--- src/rtl/core/dfr_pkg.sv ---
// Shared types and constants of the delimited frame receiver.
package dfr_pkg;

  localparam int BYTE_W    = 8;
  localparam int NUM_SLOTS = 6;
  localparam int POS_W     = 4;
  localparam int DATA_W    = NUM_SLOTS * BYTE_W;
  localparam int APB_AW    = 3;
  localparam int APB_DW    = 32;

  // Position at which a frame that is still open overflows (8 to 15).
  localparam logic [POS_W-1:0] FRAME_LIMIT = 4'd10;

  localparam logic [BYTE_W-1:0] START_RESET = 8'hFD;
  localparam logic [BYTE_W-1:0] END_RESET   = 8'hFE;

  // Register index is paddr[2].
  localparam logic REG_START = 1'b0;
  localparam logic REG_END   = 1'b1;

  localparam logic STATUS_ERROR = 1'b0;
  localparam logic STATUS_OK    = 1'b1;

  typedef struct packed {
    logic [BYTE_W-1:0] start_code;
    logic [BYTE_W-1:0] end_code;
  } codes_t;

endpackage

--- src/rtl/core/dfr_apb_regs.sv ---
// APB register file holding the start and end codes.
module dfr_apb_regs (
  input  logic                       clk,
  input  logic                       rst,
  input  logic                       psel,
  input  logic                       penable,
  input  logic                       pwrite,
  input  logic [dfr_pkg::APB_AW-1:0] paddr,
  input  logic [dfr_pkg::APB_DW-1:0] pwdata,
  output logic [dfr_pkg::APB_DW-1:0] prdata,
  output logic                       pready,
  output dfr_pkg::codes_t            codes
);

  logic wr_en;

  assign pready = 1'b1;
  assign wr_en  = psel && penable && pwrite && pready;

  always_ff @(posedge clk) begin
    if (rst) begin
      codes.start_code <= dfr_pkg::START_RESET;
      codes.end_code   <= dfr_pkg::END_RESET;
    end else if (wr_en) begin
      case (paddr[2])
        dfr_pkg::REG_START: codes.start_code <= pwdata[dfr_pkg::BYTE_W-1:0];
        dfr_pkg::REG_END:   codes.end_code   <= pwdata[dfr_pkg::BYTE_W-1:0];
        default: ;
      endcase
    end
  end

  always_comb begin
    prdata = '0;
    case (paddr[2])
      dfr_pkg::REG_START: prdata[dfr_pkg::BYTE_W-1:0] = codes.start_code;
      dfr_pkg::REG_END:   prdata[dfr_pkg::BYTE_W-1:0] = codes.end_code;
      default:            prdata = '0;
    endcase
  end

endmodule

--- src/rtl/core/delimited_frame_receiver_top.sv ---
// Top level of the delimited frame receiver: frame parser and result register.
//
//  channel  direction  transaction payload
//  s_*      in         s_tdata = rx_byte
//  m_*      out        m_tuser = frame_status, m_tdata = six frame bytes
//  APB      in         start_code at 0x0, end_code at 0x4
//
// One byte per cycle while s_tready is high; a result appears in the output register
// the cycle after its byte is accepted. Frame state and slots update in the accept cycle.
// s_tready is high while the output register is empty or being drained,
// so a stall on m_* holds off s_* only while a result waits.
// Reset clears frame state and slots and loads the default codes; no clear pass.
module delimited_frame_receiver_top (
  input  logic                       clk,
  input  logic                       rst,
  input  logic                       s_tvalid,
  output logic                       s_tready,
  input  logic [7:0]                 s_tdata,   // [7:0] rx_byte
  output logic                       m_tvalid,
  input  logic                       m_tready,
  output logic [dfr_pkg::DATA_W-1:0] m_tdata,   // header, type_high, type_low,
                                                // group_class, first_command,
                                                // second_command (low byte up)
  output logic                       m_tuser,   // [0] frame_status
  input  logic                       psel,
  input  logic                       penable,
  input  logic                       pwrite,
  input  logic [dfr_pkg::APB_AW-1:0] paddr,
  input  logic [dfr_pkg::APB_DW-1:0] pwdata,
  output logic [dfr_pkg::APB_DW-1:0] prdata,
  output logic                       pready
);

  dfr_pkg::codes_t codes;

  logic                         in_frame, in_frame_next;
  logic [dfr_pkg::POS_W-1:0]    pos, pos_next, pos_inc;
  logic [dfr_pkg::BYTE_W-1:0]   slots      [dfr_pkg::NUM_SLOTS];
  logic [dfr_pkg::BYTE_W-1:0]   slots_view [dfr_pkg::NUM_SLOTS];
  logic                         s_accept, is_start, is_end;
  logic                         load, load_status, clear_slots;
  logic [dfr_pkg::DATA_W-1:0]   load_data;

  dfr_apb_regs u_regs (
    .clk     (clk),
    .rst     (rst),
    .psel    (psel),
    .penable (penable),
    .pwrite  (pwrite),
    .paddr   (paddr),
    .pwdata  (pwdata),
    .prdata  (prdata),
    .pready  (pready),
    .codes   (codes)
  );

  assign s_tready = !m_tvalid || m_tready;
  assign s_accept = s_tvalid && s_tready;
  assign is_start = (s_tdata == codes.start_code);
  assign is_end   = (s_tdata == codes.end_code);
  assign pos_inc  = pos + 4'd1;

  // Slot contents including the byte stored this cycle.
  always_comb begin
    for (int j = 0; j < dfr_pkg::NUM_SLOTS; j++) begin
      slots_view[j] = slots[j];
      if (s_accept && in_frame && (pos_inc == dfr_pkg::POS_W'(j + 1)))
        slots_view[j] = s_tdata;
    end
  end

  always_comb begin
    in_frame_next = in_frame;
    pos_next      = pos;
    load          = 1'b0;
    load_status   = dfr_pkg::STATUS_ERROR;
    clear_slots   = 1'b0;
    load_data     = '0;
    if (s_accept) begin
      if (!in_frame) begin
        if (is_start) begin
          in_frame_next = 1'b1;
          pos_next      = '0;
        end else begin
          load = 1'b1;
        end
      end else begin
        pos_next = pos_inc;
        if (is_start) begin
          pos_next = '0;
        end else if (is_end) begin
          in_frame_next = 1'b0;
          load          = 1'b1;
          load_status   = dfr_pkg::STATUS_OK;
          clear_slots   = 1'b1;
          for (int j = 0; j < dfr_pkg::NUM_SLOTS; j++)
            load_data[j*dfr_pkg::BYTE_W +: dfr_pkg::BYTE_W] = slots_view[j];
        end else if (pos_inc >= dfr_pkg::FRAME_LIMIT) begin
          in_frame_next = 1'b0;
          load          = 1'b1;
        end
      end
    end
  end

  always_ff @(posedge clk) begin
    if (rst) begin
      in_frame <= 1'b0;
      pos      <= '0;
      m_tvalid <= 1'b0;
      for (int j = 0; j < dfr_pkg::NUM_SLOTS; j++)
        slots[j] <= '0;
    end else begin
      in_frame <= in_frame_next;
      pos      <= pos_next;
      for (int j = 0; j < dfr_pkg::NUM_SLOTS; j++)
        slots[j] <= clear_slots ? '0 : slots_view[j];
      if (load)
        m_tvalid <= 1'b1;
      else if (m_tready)
        m_tvalid <= 1'b0;
    end
  end

  always_ff @(posedge clk) begin
    if (load) begin
      m_tdata <= load_data;
      m_tuser <= load_status;
    end
  end

`ifndef SYNTHESIS
  a_slots_cleared: assert property (@(posedge clk) disable iff (rst)
    (load && load_status == dfr_pkg::STATUS_OK) |=>
      (slots[0] == '0 && slots[1] == '0 && slots[2] == '0 &&
       slots[3] == '0 && slots[4] == '0 && slots[5] == '0))
    else $error("slots not cleared after a good frame");

  a_pos_in_frame: assert property (@(posedge clk) disable iff (rst)
    in_frame |-> (pos < dfr_pkg::FRAME_LIMIT))
    else $error("open frame at or past the limit");

  a_error_zero: assert property (@(posedge clk) disable iff (rst)
    (m_tvalid && m_tuser == dfr_pkg::STATUS_ERROR) |-> (m_tdata == '0))
    else $error("error result carries data");

  a_idle_error: assert property (@(posedge clk) disable iff (rst)
    (s_accept && !in_frame && !is_start) |=>
      (m_tvalid && m_tuser == dfr_pkg::STATUS_ERROR))
    else $error("stray byte while idle gave no error");
`endif

endmodule

--- config.mk ---
export PLATFORM = sky130hd
export DESIGN_NAME = delimited_frame_receiver_top
export DESIGN_NICKNAME = d
export VERILOG_FILES = /design/src/rtl/core/dfr_pkg.sv /design/src/rtl/core/dfr_apb_regs.sv /design/src/rtl/core/delimited_frame_receiver_top.sv
export SDC_FILE = /design/constraint.sdc
export NUM_CORES = 1
export LEC_CHECK = 0
export ABC_AREA = 1
export BUFFER_PORTS_ARGS = -buffer_cell sky130_fd_sc_hd__buf_2
export CORE_MARGIN = 2
export CORE_UTILIZATION = 47
export CTS_CLUSTER_DIAMETER = 100
export DETAILED_ROUTE_END_ITERATION = 10
export GPL_TIMING_DRIVEN = 0
export PLACE_DENSITY = 0.86
export RECOVER_POWER = 50
export SLEW_MARGIN = 20
export SYNTH_ARGS = -nofsm -noshare
export SYNTH_HDL_FRONTEND = slang
export SYNTH_HIERARCHICAL = 1
export SYNTH_SLANG_ARGS = --single-unit
--- constraint.sdc ---
create_clock -name clk -period 2.7 [get_ports clk]
set_input_delay 0.54 -clock clk [delete_from_list [all_inputs] [get_ports clk]]
set_output_delay 0.54 -clock clk [all_outputs]
set_load 0.02 [all_outputs]
==> results of run 1 <==
## through the flow
stage                     total power, mW   util  area (µm²)  setup WS, ns
after floorplan                      2.26      -        5140        0.0524
after global placement               2.37  0.551        5720        -0.594
after detailed placement             2.38  0.553        5740         0.185
after global routing                 4.45  0.590        6120         0.110
after CTS                            4.36  0.604        6270         0.353
final                                4.33  0.590        6120         0.295
## sequential cells by signal (all words and copies together), names as in the netlist
name and count:
u_regs/codes 16, in_frame 1, m_tdata 48, slots 48
m_tuser 1, pos 4, m_tvalid 1
## cell families (layout without fill, tap and decap cells)
kind of cell             Yosys count  in the layout  synth area share
adder cells (fa/ha/maj)            5              5            0.0124
other                              2             25           0.00149
flip-flops                       119            119             0.568
buffers and inverters             86            199            0.0936
AND/OR/NAND/NOR                  307            307             0.257
AO/OA/AOI/OAI                     54             54            0.0535
XOR/XNOR                           6              6            0.0134
## placed cells by master (no fill, tap or decap), drive strengths merged
cell      instances
nor2            157
nand2           119
clkbuf           88
dfxtp            70
buf              60
edfxtp           49
a21oi            47
inv              43
nand3            29
conb             25
o21ai             7
clkinvlp          6
xnor2             5
ha                5
clkinv            2
nor3              2
xor2              1
## metal layers
metal / track usage / vias to the layer above
met5: 0 / -
met1: 0.251 / 1827
li1: - / 2040
met4: 0.0943 / 0
met2: 0.319 / 171
met3: 0.0515 / 26
## worst max-delay path, stage by stage, from the launching register on
cell and delay, ns:
dfxtp_1 0.36, ha_1 0.24, xnor2_1 0.37, inv_1 0.08, nor2_1 0.30, nand3_2 0.22, buf_2 0.24, a21oi_1 0.25
nor2_1 0.08
## layout make-up
type | instances | share of cell area
repair buffers | 82 | 0.0572
inverters | 41 | 0.0251
plain buffers | 45 | 0.0501
clock buffers | 21 | 0.0750
flip-flops and latches | 119 | 0.469
multi-input cells | 397 | 0.284
clock inverters | 10 | 0.0119
well taps | 136 | 0.0278
## power by group through the flow
stage | registers, mW | clock network, mW | logic [mW]
2_1_floorplan | 2.06 | 0 | 0.206
3_5_place_dp | 2.00 | 0 | 0.389
5_1_grt | 1.96 | 2.08 | 0.406
6_report | 1.96 | 2.00 | 0.374
3_3_place_gp | 2.00 | 0 | 0.377
4_1_cts | 1.96 | 2.01 | 0.392
## worst paths after layout
check,start,cells after the start,endpoint
min reg2reg,slots[4][5],2,slots[4][5]
max,pos[0],8,m_tdata[1]
min,pwdata[5],3,u_regs/codes[13]
max reg2reg,pos[0],8,m_tdata[1]
==> run_results.csv, run 1 <==
group,metric,value,unit
logic_synthesis,synth-seq-area-share,0.568,
finish,drive_above_1_share,0.152,
status,status,"complete, no violations",
power,pwr-share-clk,0.461,
die,io_pins,134,
placed_design,dp_hpwl,7.34,mm
sta,hold_viol,0,
route,wl_met2,5.20,mm
logic_synthesis,synth_top_area_share,0.291,
sta,max_slew_margin,0.655,
power,intPower,3.24,mW
hold_path,hp-class,"primary input to register",
die,fp.dieW,108,µm
logic_synthesis,synthCells,579,
clock_tree,cts_resized,0,
power,cellLeakagePower,2.71,nW
finish,final_cells,851,
run,max-cap-violations,0,
logic_synthesis,synth_top_cell_by_area,"edfxtp_1",
sta,fin_tns_setup,0,ns
route,wl_per_cell,12.9,µm
finish,multi_input_area,1740,µm²
logic_synthesis,synth.distinct_cells,26,
route,drt-met1-wl,4.69,mm
placed_design,dp.cells,820,
logic_synthesis,synth.avg_cell_area,8.73,µm²
clock_tree,h-tree-depth,4,
placed_design,place.port_buffers,81,
sta,rsz0062_at_grt,"no",
die,die-height,108,µm
die,row_count,37,
route,first_pass_iters,5,
logic_synthesis,synth-seq-cells,119,
route,drt_iter0_drc,262,
global_routing,grt_usage,0.199,
global_routing,grt_overflow,0,
clock_tree,cts_tree,"built",
power,ir_drop,0.000407,V
clock_tree,postCtsSetupRepairBufs,0,
route,antenna_left,0,
sta,max_freq,416,MHz
logic_synthesis,synth_area,5050,µm²
setup_path,crit_path_max_fanout,10,
finish,fill_cells,916,
logic_synthesis,synth_warnings,6,
logic_synthesis,yosys_most_used_dff,"dfxtp_1",
logic_synthesis,yosysMostFrequentCell,"nor2_1",
route,vias_per_cell,4.78,
finish,antennaDiodeCount,0,
sta,fin_crit_sh,0.891,
power,p_seq_frac,0.453,
route,num_vias,4064,
power,power_density,707,nW/µm²
die,core,10400,µm²
placed_design,place.gp.congestion,0.844,
setup_path,ff2ff_setup_slack,0.29,ns
logic_synthesis,synth-edff-count,49,
power,switching_power,1.09,mW
clock_tree,numCtsBuffers,17,
logic_synthesis,async_flop_share,0,
route,highest_layer,"met4",
sta,worst_hold_slack,0.245,ns
finish,area_growth,21.1,%
global_routing,grt_max_degree,29,
setup_path,cp-start-kind,"register",
clock_tree,cts_sinks,119,
die,dieArea,11600,µm²
clock_tree,clk_latency,0.52,ns
clock_tree,clk_pin_slew,0.06,ns
global_routing,grt_first_pass_wirelength,17.5,mm
die,start_util,0.487,
finish,nets,758,
power,sw_frac_of_total,0.253,
sta,drv_slew,0,
global_routing,grt_antenna_before_repair,0,
setup_path,arrival,2.66,ns
route,wl,11.0,mm
logic_synthesis,synth_area_leaders,"edfxtp_1, dfxtp_1, nor2_1, nand2_1, a21oi_1",
route,met3_length,836,µm
setup_path,cp.required,2.96,ns
sta,finClkSkew,0.00860,ns
clock_tree,clockBufferDepth,2,
finish,area.sequential,2870,µm²
clock_tree,cts_root_buf,"clkbuf_8",
logic_synthesis,yosys-top-cells-count,"nor2_1, nand2_1, dfxtp_1",
sta,worstMarginPinSlew,0.517,ns
sta,finalSetupViolCount,0,
setup_path,crit_type,"register to register",
power,p_comb_frac,0.086,
setup_path,end_kind,"register",
sta,period_needed,2.41,ns
clock_tree,cts.hold.buffers_added,0,
route,drc_errors,0,
global_routing,grt_pass1_vias,3704,
Power figures use the tool's default switching activity.
==> run 2: changes to the inputs <==
--- a/config.mk
+++ b/config.mk
@@ -8,14 +8,11 @@
 export ABC_AREA = 1
 export BUFFER_PORTS_ARGS = -buffer_cell sky130_fd_sc_hd__buf_2
 export CORE_MARGIN = 2
-export CORE_UTILIZATION = 47
+export CORE_UTILIZATION = 48
 export CTS_CLUSTER_DIAMETER = 100
 export DETAILED_ROUTE_END_ITERATION = 10
-export GPL_TIMING_DRIVEN = 0
-export PLACE_DENSITY = 0.86
-export RECOVER_POWER = 50
+export PLACE_DENSITY = 0.87
 export SLEW_MARGIN = 20
 export SYNTH_ARGS = -nofsm -noshare
 export SYNTH_HDL_FRONTEND = slang
-export SYNTH_HIERARCHICAL = 1
 export SYNTH_SLANG_ARGS = --single-unit
==> run 2 against run 1 <==
Total power up 7.5%. Synthesized cell count increased by 5.7%. Sequential power about the same. Wire length is 3.3% higher. Highest routed layer unchanged.
==> run_results.csv, run 2 <==
group,metric,value,unit
hold_path,whs_path_depth,3,
logic_synthesis,synth-seq-cells,119,
sta,rsz0062_at_grt,"no",
route,drt_iter0_drc,358,
logic_synthesis,synth_area,5180,µm²
placed_design,dp_hpwl,7.57,mm
clock_tree,cts_root_buf,"clkbuf_8",
power,switching_power,1.08,mW
setup_path,cp-start-kind,"register",
setup_path,cp.required,2.97,ns
status,status,"complete, no violations",
clock_tree,cts_resized,0,
route,wl_per_cell,13.5,µm
sta,max_freq,470,MHz
logic_synthesis,synth_area_leaders,"edfxtp_1, dfxtp_1, nand2_1, nor2_1, inv_1",
hold_path,hp-class,"primary input to register",
placed_design,pre_cts_ws,0.427,ns
finish,drive_above_1_share,0.228,
sta,drv_slew,0,
clock_tree,clockBufferDepth,2,
die,io_pins,134,
logic_synthesis,yosysMostFrequentCell,"nand2_1",
sta,fin_tns_setup,0,ns
logic_synthesis,async_flop_share,0,
finish,nets,747,
logic_synthesis,synth_top_cell_by_area,"edfxtp_1",
run,max-cap-violations,0,
global_routing,grt_pass1_vias,3796,
sta,max_slew_margin,0.589,
clock_tree,postCtsSetupRepairBufs,0,
finish,final_cell_mix,"nand2_1, nor2_1, buf_2",
global_routing,grt_first_pass_wirelength,18.6,mm
power,p_seq_frac,0.420,
finish,reg_top3,"m_tdata: 48 flops, slots: 48 flops, u_regs.codes: 16 flops",
clock_tree,cts_tree,"built",
setup_path,r2r_cells,8,
setup_path,cp_cell_sequence,"ha_1, inv_1, nand2_1, nand2_1, nor2_2, nand2_1, a21oi_1, nor2_1",
setup_path,arrival,2.40,ns
logic_synthesis,yosys_most_used_dff,"dfxtp_1",
route,drc_errors,0,
placed_design,place.port_buffers,82,
global_routing,grt_antenna_before_repair,0,
route,wl,11.4,mm
logic_synthesis,synth.avg_cell_area,8.47,µm²
die,core,10400,µm²
die,die-height,108,µm
global_routing,grt_max_degree,50,
finish,antennaDiodeCount,0,
logic_synthesis,synth_top_area_share,0.284,
setup_path,crit_type,"register to register",
route,first_pass_iters,5,
logic_synthesis,synth.distinct_cells,28,
finish,area_growth,20.2,%
power,pwr-share-clk,0.501,
die,dieArea,11600,µm²
sta,finClkSkew,0.00689,ns
sta,setup_slack,0.573,ns
logic_synthesis,synth_warnings,0,
sta,hold_viol,0,
sta,worstMarginPinSlew,0.615,ns
clock_tree,numCtsBuffers,17,
setup_path,crit_path_max_fanout,16,
sta,period_needed,2.13,ns
power,ir_drop,0.000428,V
die,row_count,37,
clock_tree,clk_latency,0.52,ns
setup_path,crit_buf_inv,1,
sta,fin_crit_sh,0.788,
setup_path,path_delay_family,"simple AND/OR/NAND/NOR gates",
route,vias_per_cell,4.86,
logic_synthesis,synth-edff-count,49,
route,antenna_left,0,
logic_synthesis,synth-seq-area-share,0.554,
power,sw_frac_of_total,0.232,
power,cellLeakagePower,2.84,nW
setup_path,worst-path-stages,8,
logic_synthesis,synthCells,612,
clock_tree,cts_sinks,119,
power,p_comb_frac,0.079,
logic_synthesis,yosys-top-cells-count,"nand2_1, nor2_1, dfxtp_1",
power,power_density,747,nW/µm²
power,intPower,3.58,mW
placed_design,place.gp.congestion,0.891,
clock_tree,cts.hold.buffers_added,0,
finish,final_common_cell,"nand2_1",
clock_tree,clk_pin_slew,0.06,ns
die,start_util,0.498,
route,num_vias,4084,
setup_path,end_kind,"register",
die,fp.dieW,108,µm
setup_path,cp_common_cell,"nand2_1",
setup_path,cpMaxStageDelayCell,"dfxtp_1",
global_routing,grt_usage,0.211,
clock_tree,h-tree-depth,4,
sta,finalSetupViolCount,0,
global_routing,grt_overflow,0,
setup_path,cpPeakStageDelay,0.45,ns
run 2: changes by cell type in the layout (fill, tap and decap cells not counted), sizes merged, moves of 6 or more:
cell and delta:
nand3 -14, a21oi -14, inv +26, nor2 -27
clkbuf -68, nand2 +6, o21ai +45, buf +28
run 2: layout make-up:
class,count,area [µm²]
timing repair buffer,88,493
inverter,69,259
clock buffer,20,445
multi-input combinational,397,1810
fill,865,4190
sequential,119,2870
tap,136,170
clock inverter,12,174
run 2: power by group through the flow:
stage,clock network [mW],logic (mW),registers (mW)
finish,2.33,0.367,1.96
global placement,0,0.358,1.99
floorplan,0,0.211,2.05
detailed placement,0,0.363,1.99
global route,2.44,0.399,1.96
CTS,2.35,0.365,1.96
run 2: worst reg2reg max path: stages, from the launching register on:
cell and delay (ns):
dfxtp_1 0.45, ha_1 0.22, inv_1 0.04, nand2_1 0.10
nand2_1 0.10, nor2_2 0.17, nand2_1 0.39, a21oi_1 0.33
nor2_1 0.07
run 2: through the flow:
stage	cell area (µm²)	cells	power, mW	hold slack, ns	util
floorplan	5270	635	2.26	0.459	-
global placement	5610	809	2.35	0.471	0.538
detailed placement	5610	809	2.36	0.483	0.538
CTS	6230	841	4.67	0.233	0.598
global route	6230	841	4.80	0.236	0.598
finish	6230	841	4.65	0.239	0.598
run 2: cells by family (layout without fill, tap and decap cells):
| family | Yosys count | after routing | synth area share |
|---|---|---|---|
| AOI/OAI and AO/OA | 87 | 87 | 0.0886 |
| xor gates and xnor gates | 6 | 6 | 0.0101 |
| adders and majority gates | 5 | 5 | 0.0121 |
| buffers and inverters | 119 | 189 | 0.113 |
| DFF | 119 | 119 | 0.554 |
| other | 2 | 25 | 0.00145 |
| and+or+nand+nor | 274 | 274 | 0.221 |
run 2: per-layer routing:
| layer | part of all wire | GRT usage | up-vias |
|---|---|---|---|
| li1 | - | - | 2043 |
| met1 | 0.43 | 0.261 | 1820 |
| met2 | 0.47 | 0.348 | 193 |
| met3 | 0.076 | 0.0575 | 28 |
| met4 | 0.027 | 0.0907 | 0 |
| met5 | 0 | 0 | - |
run 2: worst paths after layout:
check,from,end,slack [ns]
max,pos[1],m_tdata[14],0.57
max reg2reg,pos[1],m_tdata[14],0.57
min,pwdata[4],u_regs.codes[4],0.24
min reg2reg,slots[0][6],slots[0][6],0.50
==> run 3: changes to the inputs <==
--- a/config.mk
+++ b/config.mk
@@ -5,7 +5,7 @@
 export SDC_FILE = /design/constraint.sdc
 export NUM_CORES = 1
 export LEC_CHECK = 0
-export ABC_AREA = 1
+export ABC_AREA = 0
 export BUFFER_PORTS_ARGS = -buffer_cell sky130_fd_sc_hd__buf_2
 export CORE_MARGIN = 2
 export CORE_UTILIZATION = 48
==> constraint.sdc (replaced) <==
create_clock -name clk -period 1.9 [get_ports clk]
set_input_delay 0.38 -clock clk [delete_from_list [all_inputs] [get_ports clk]]
set_output_delay 0.38 -clock clk [all_outputs]
set_load 0.02 [all_outputs]
==> run 3 against run 2 <==
The flow now finishes with violations (negative setup slack). Non-clock buffer count up 81. Clock power grew 32%. First-iteration DRC count down 16%. Critical path depth unchanged. Critical path type unchanged. Largest cell class unchanged.
==> run_results.csv, run 3 <==
group,metric,value,unit
status,status,"complete, but fails checks",
status,violations,"negative setup slack",
placed_design,place.gp.congestion,0.874,
clock_tree,numCtsBuffers,17,
finish,drive_above_1_share,0.521,
logic_synthesis,synth_warnings,0,
sta,finClkSkew,0.0111,ns
setup_path,path_delay_family,"compound AO/OA/AOI/OAI gates",
setup_path,crit_buf_inv,3,
finish,reg_top3,"m_tdata: 48 flops, slots: 48 flops, u_regs.codes: 16 flops",
sta,fin_tns_setup,-26.09,ns
logic_synthesis,synth_area,5140,µm²
setup_path,cpMaxStageDelayCell,"dfxtp_4",
placed_design,dp_hpwl,8.08,mm
finish,nets,674,
sta,hold_viol,0,
logic_synthesis,synth-seq-area-share,0.559,
finish,area_growth,52.0,%
clock_tree,cts_sinks,119,
setup_path,cpPeakStageDelay,0.36,ns
setup_path,cp_common_cell,"buf_12",
logic_synthesis,synth.distinct_cells,43,
logic_synthesis,synth_top_cell_by_area,"edfxtp_1",
clock_tree,clk_latency,0.53,ns
sta,drv_slew,0,
setup_path,r2r_cells,8,
placed_design,pre_cts_ws,-0.254,ns
setup_path,cp.required,2.18,ns
logic_synthesis,yosys_most_used_dff,"dfxtp_1",
die,die-height,107,µm
clock_tree,clockBufferDepth,2,
sta,fin_crit_sh,1.14,
run,max-cap-violations,0,
die,row_count,37,
route,drt_iter0_drc,300,
setup_path,cp-start-kind,"register",
route,vias_per_cell,5.59,
power,power_density,837,nW/µm²
power,cellLeakagePower,2.87,nW
setup_path,worstReg2RegStart,"pos[0]",
placed_design,dp.cells,729,
finish,final_common_cell,"buf_2",
global_routing,grt_usage,0.279,
global_routing,grt_overflow,0,
power,totalPowerFinal,6.54,mW
die,io_pins,134,
setup_path,end_kind,"register",
die,fp.dieW,107,µm
logic_synthesis,yosys-top-cells-count,"nor2_1, dfxtp_1, mux2i_1",
sta,rsz0062_at_grt,"yes",
setup_path,r2r-end,"m_tdata[4]",
setup_path,endpoint,"m_tdata[4]",
clock_tree,clk_pin_slew,0.06,ns
setup_path,arrival,2.44,ns
sta,worst_hold_slack,0.0781,ns
sta,setup_slack,-0.259,ns
power,ir_drop,0.000604,V
route,drc_errors,0,
setup_path,crit_type,"register to register",
setup_path,worst-path-stages,8,
logic_synthesis,async_flop_share,0,
die,start_util,0.496,
clock_tree,cts_tree,"built",
setup_path,crit_path_max_fanout,8,
sta,max_freq,463,MHz
clock_tree,h-tree-depth,4,
setup_path,ff2ff_setup_slack,-0.26,ns
sta,max_slew_margin,0.626,
global_routing,grt_antenna_before_repair,0,
logic_synthesis,synth.avg_cell_area,11.2,µm²
global_routing,grt_max_degree,50,
die,core,10400,µm²
global_routing,grt_pass1_vias,4325,
route,wl,16.9,mm
sta,worstMarginPinSlew,0.560,ns
logic_synthesis,yosysMostFrequentCell,"nor2_1",
placed_design,place.port_buffers,82,
logic_synthesis,synth-edff-count,49,
global_routing,grt_first_pass_wirelength,23.7,mm
die,dieArea,11600,µm²
finish,fill_cells,584,
logic_synthesis,synth_top_area_share,0.286,
hold_path,hp-class,"primary input to register",
route,antenna_left,0,
route,first_pass_iters,5,
finish,final_cells,768,
finish,final_cell_mix,"buf_2, dfxtp_1, nor2_1",
route,wl_per_cell,22.1,µm
clock_tree,cts.hold.buffers_added,0,
logic_synthesis,synth-seq-cells,119,
setup_path,crit_start,"pos[0]",
sta,finalSetupViolCount,144,
logic_synthesis,synthCells,459,
logic_synthesis,synth_area_leaders,"edfxtp_1, dfxtp_1, mux2i_1, nor2_1, buf_4",
finish,antennaDiodeCount,0,
setup_path,cp_cell_sequence,"buf_12, ha_4, buf_6, a211o_4, a21oi_4, buf_12, mux2i_4, nor2_2",
sta,period_needed,2.16,ns
route,num_vias,4291,
clock_tree,cts_root_buf,"clkbuf_8",
[run 3: cell count changes after synthesis, moves of 7 or more]
cell     before  now
mux2i_1       0   56
o21ai_1      19    1
nand2_2       7    0
nor2_2       14    2
a21oi_1      28    6
nor2_1      115   98
xor2_1        0   16
o21ai_0      33    2
mux2_2        0    8
nand4_1       3   10
nand2_1     117   29
inv_2        12    0
inv_1        56   10
[run 3: routing by layer]
layer | vias to the layer above | GRT usage | wire length [µm]
met5 | - | 0 | 0
li1 | 1849 | - | -
met4 | 0 | 0.169 | 1020
met3 | 81 | 0.0605 | 1120
met1 | 2105 | 0.312 | 6120
met2 | 256 | 0.482 | 8680
[run 3: worst min-delay path by stage]
| stage | start | endpoint | slack, ns | cells after the start |
|---|---|---|---|---|
| final | pwdata[5] | u_regs.codes[5] | 0.08 | 3 |
| after global routing | pwdata[6] | u_regs.codes[14] | 0.08 | 3 |
| after CTS | pwdata[5] | u_regs.codes[5] | 0.08 | 3 |
| after detailed placement | slots[5][3] | slots[5][3] | 0.48 | 2 |
| after global placement | u_regs.codes[0] | u_regs.codes[0] | 0.47 | 2 |
| after floorplan | slots[0][0] | slots[0][0] | 0.46 | 2 |
[run 3: what timing repair did]
action | in CTS | in global routing
pin swaps | 10 | 17
buffers inserted | 6 | 0
resized for setup | 132 | 57
endpoints found under the setup margin | 147 | 146
gates cloned | 0 | 1
[run 3: area by class of cell]
type                       instances  area, µm²  share of cell area
clock inverter                    13        121              0.0155
multi-input combinational        302       2790               0.356
clock buffer                      19        442              0.0565
inverter                          10       37.5             0.00480
timing repair buffer             169       1380               0.176
tap                              136        170              0.0218
sequential                       119       2880               0.369
[run 3: logic make-up (layout without fill, tap and decap cells)]
kind of cell / after synthesis / count (layout) / share of synthesized area
xor+xnor: 17 / 17 / 0.0290
fa+ha+maj: 5 / 5 / 0.0122
simple gates: 168 / 168 / 0.150
compound gates: 23 / 23 / 0.0475
buf+inv: 61 / 211 / 0.0740
flops: 119 / 119 / 0.559
mux: 64 / 64 / 0.127
other cells: 2 / 25 / 0.00146
[run 3: per-stage QoR]
| stage | area, µm² | utilization |
|---|---|---|
| floorplan | 5330 | - |
| global placement | 6260 | 0.603 |
| detailed placement | 6260 | 0.603 |
| CTS | 7530 | 0.726 |
| global route | 7810 | 0.753 |
| finish | 7810 | 0.753 |
[run 3: tightest hold or removal path, cell delays in order]
cell	delay [ns]
buf_2	0.09
nand2_1	0.04
nand3_1	0.06
[run 3: power by group]
group	internal, mW	switching, mW
clock network	1.81	1.26
registers	2.74	0.0416
logic	0.237	0.448
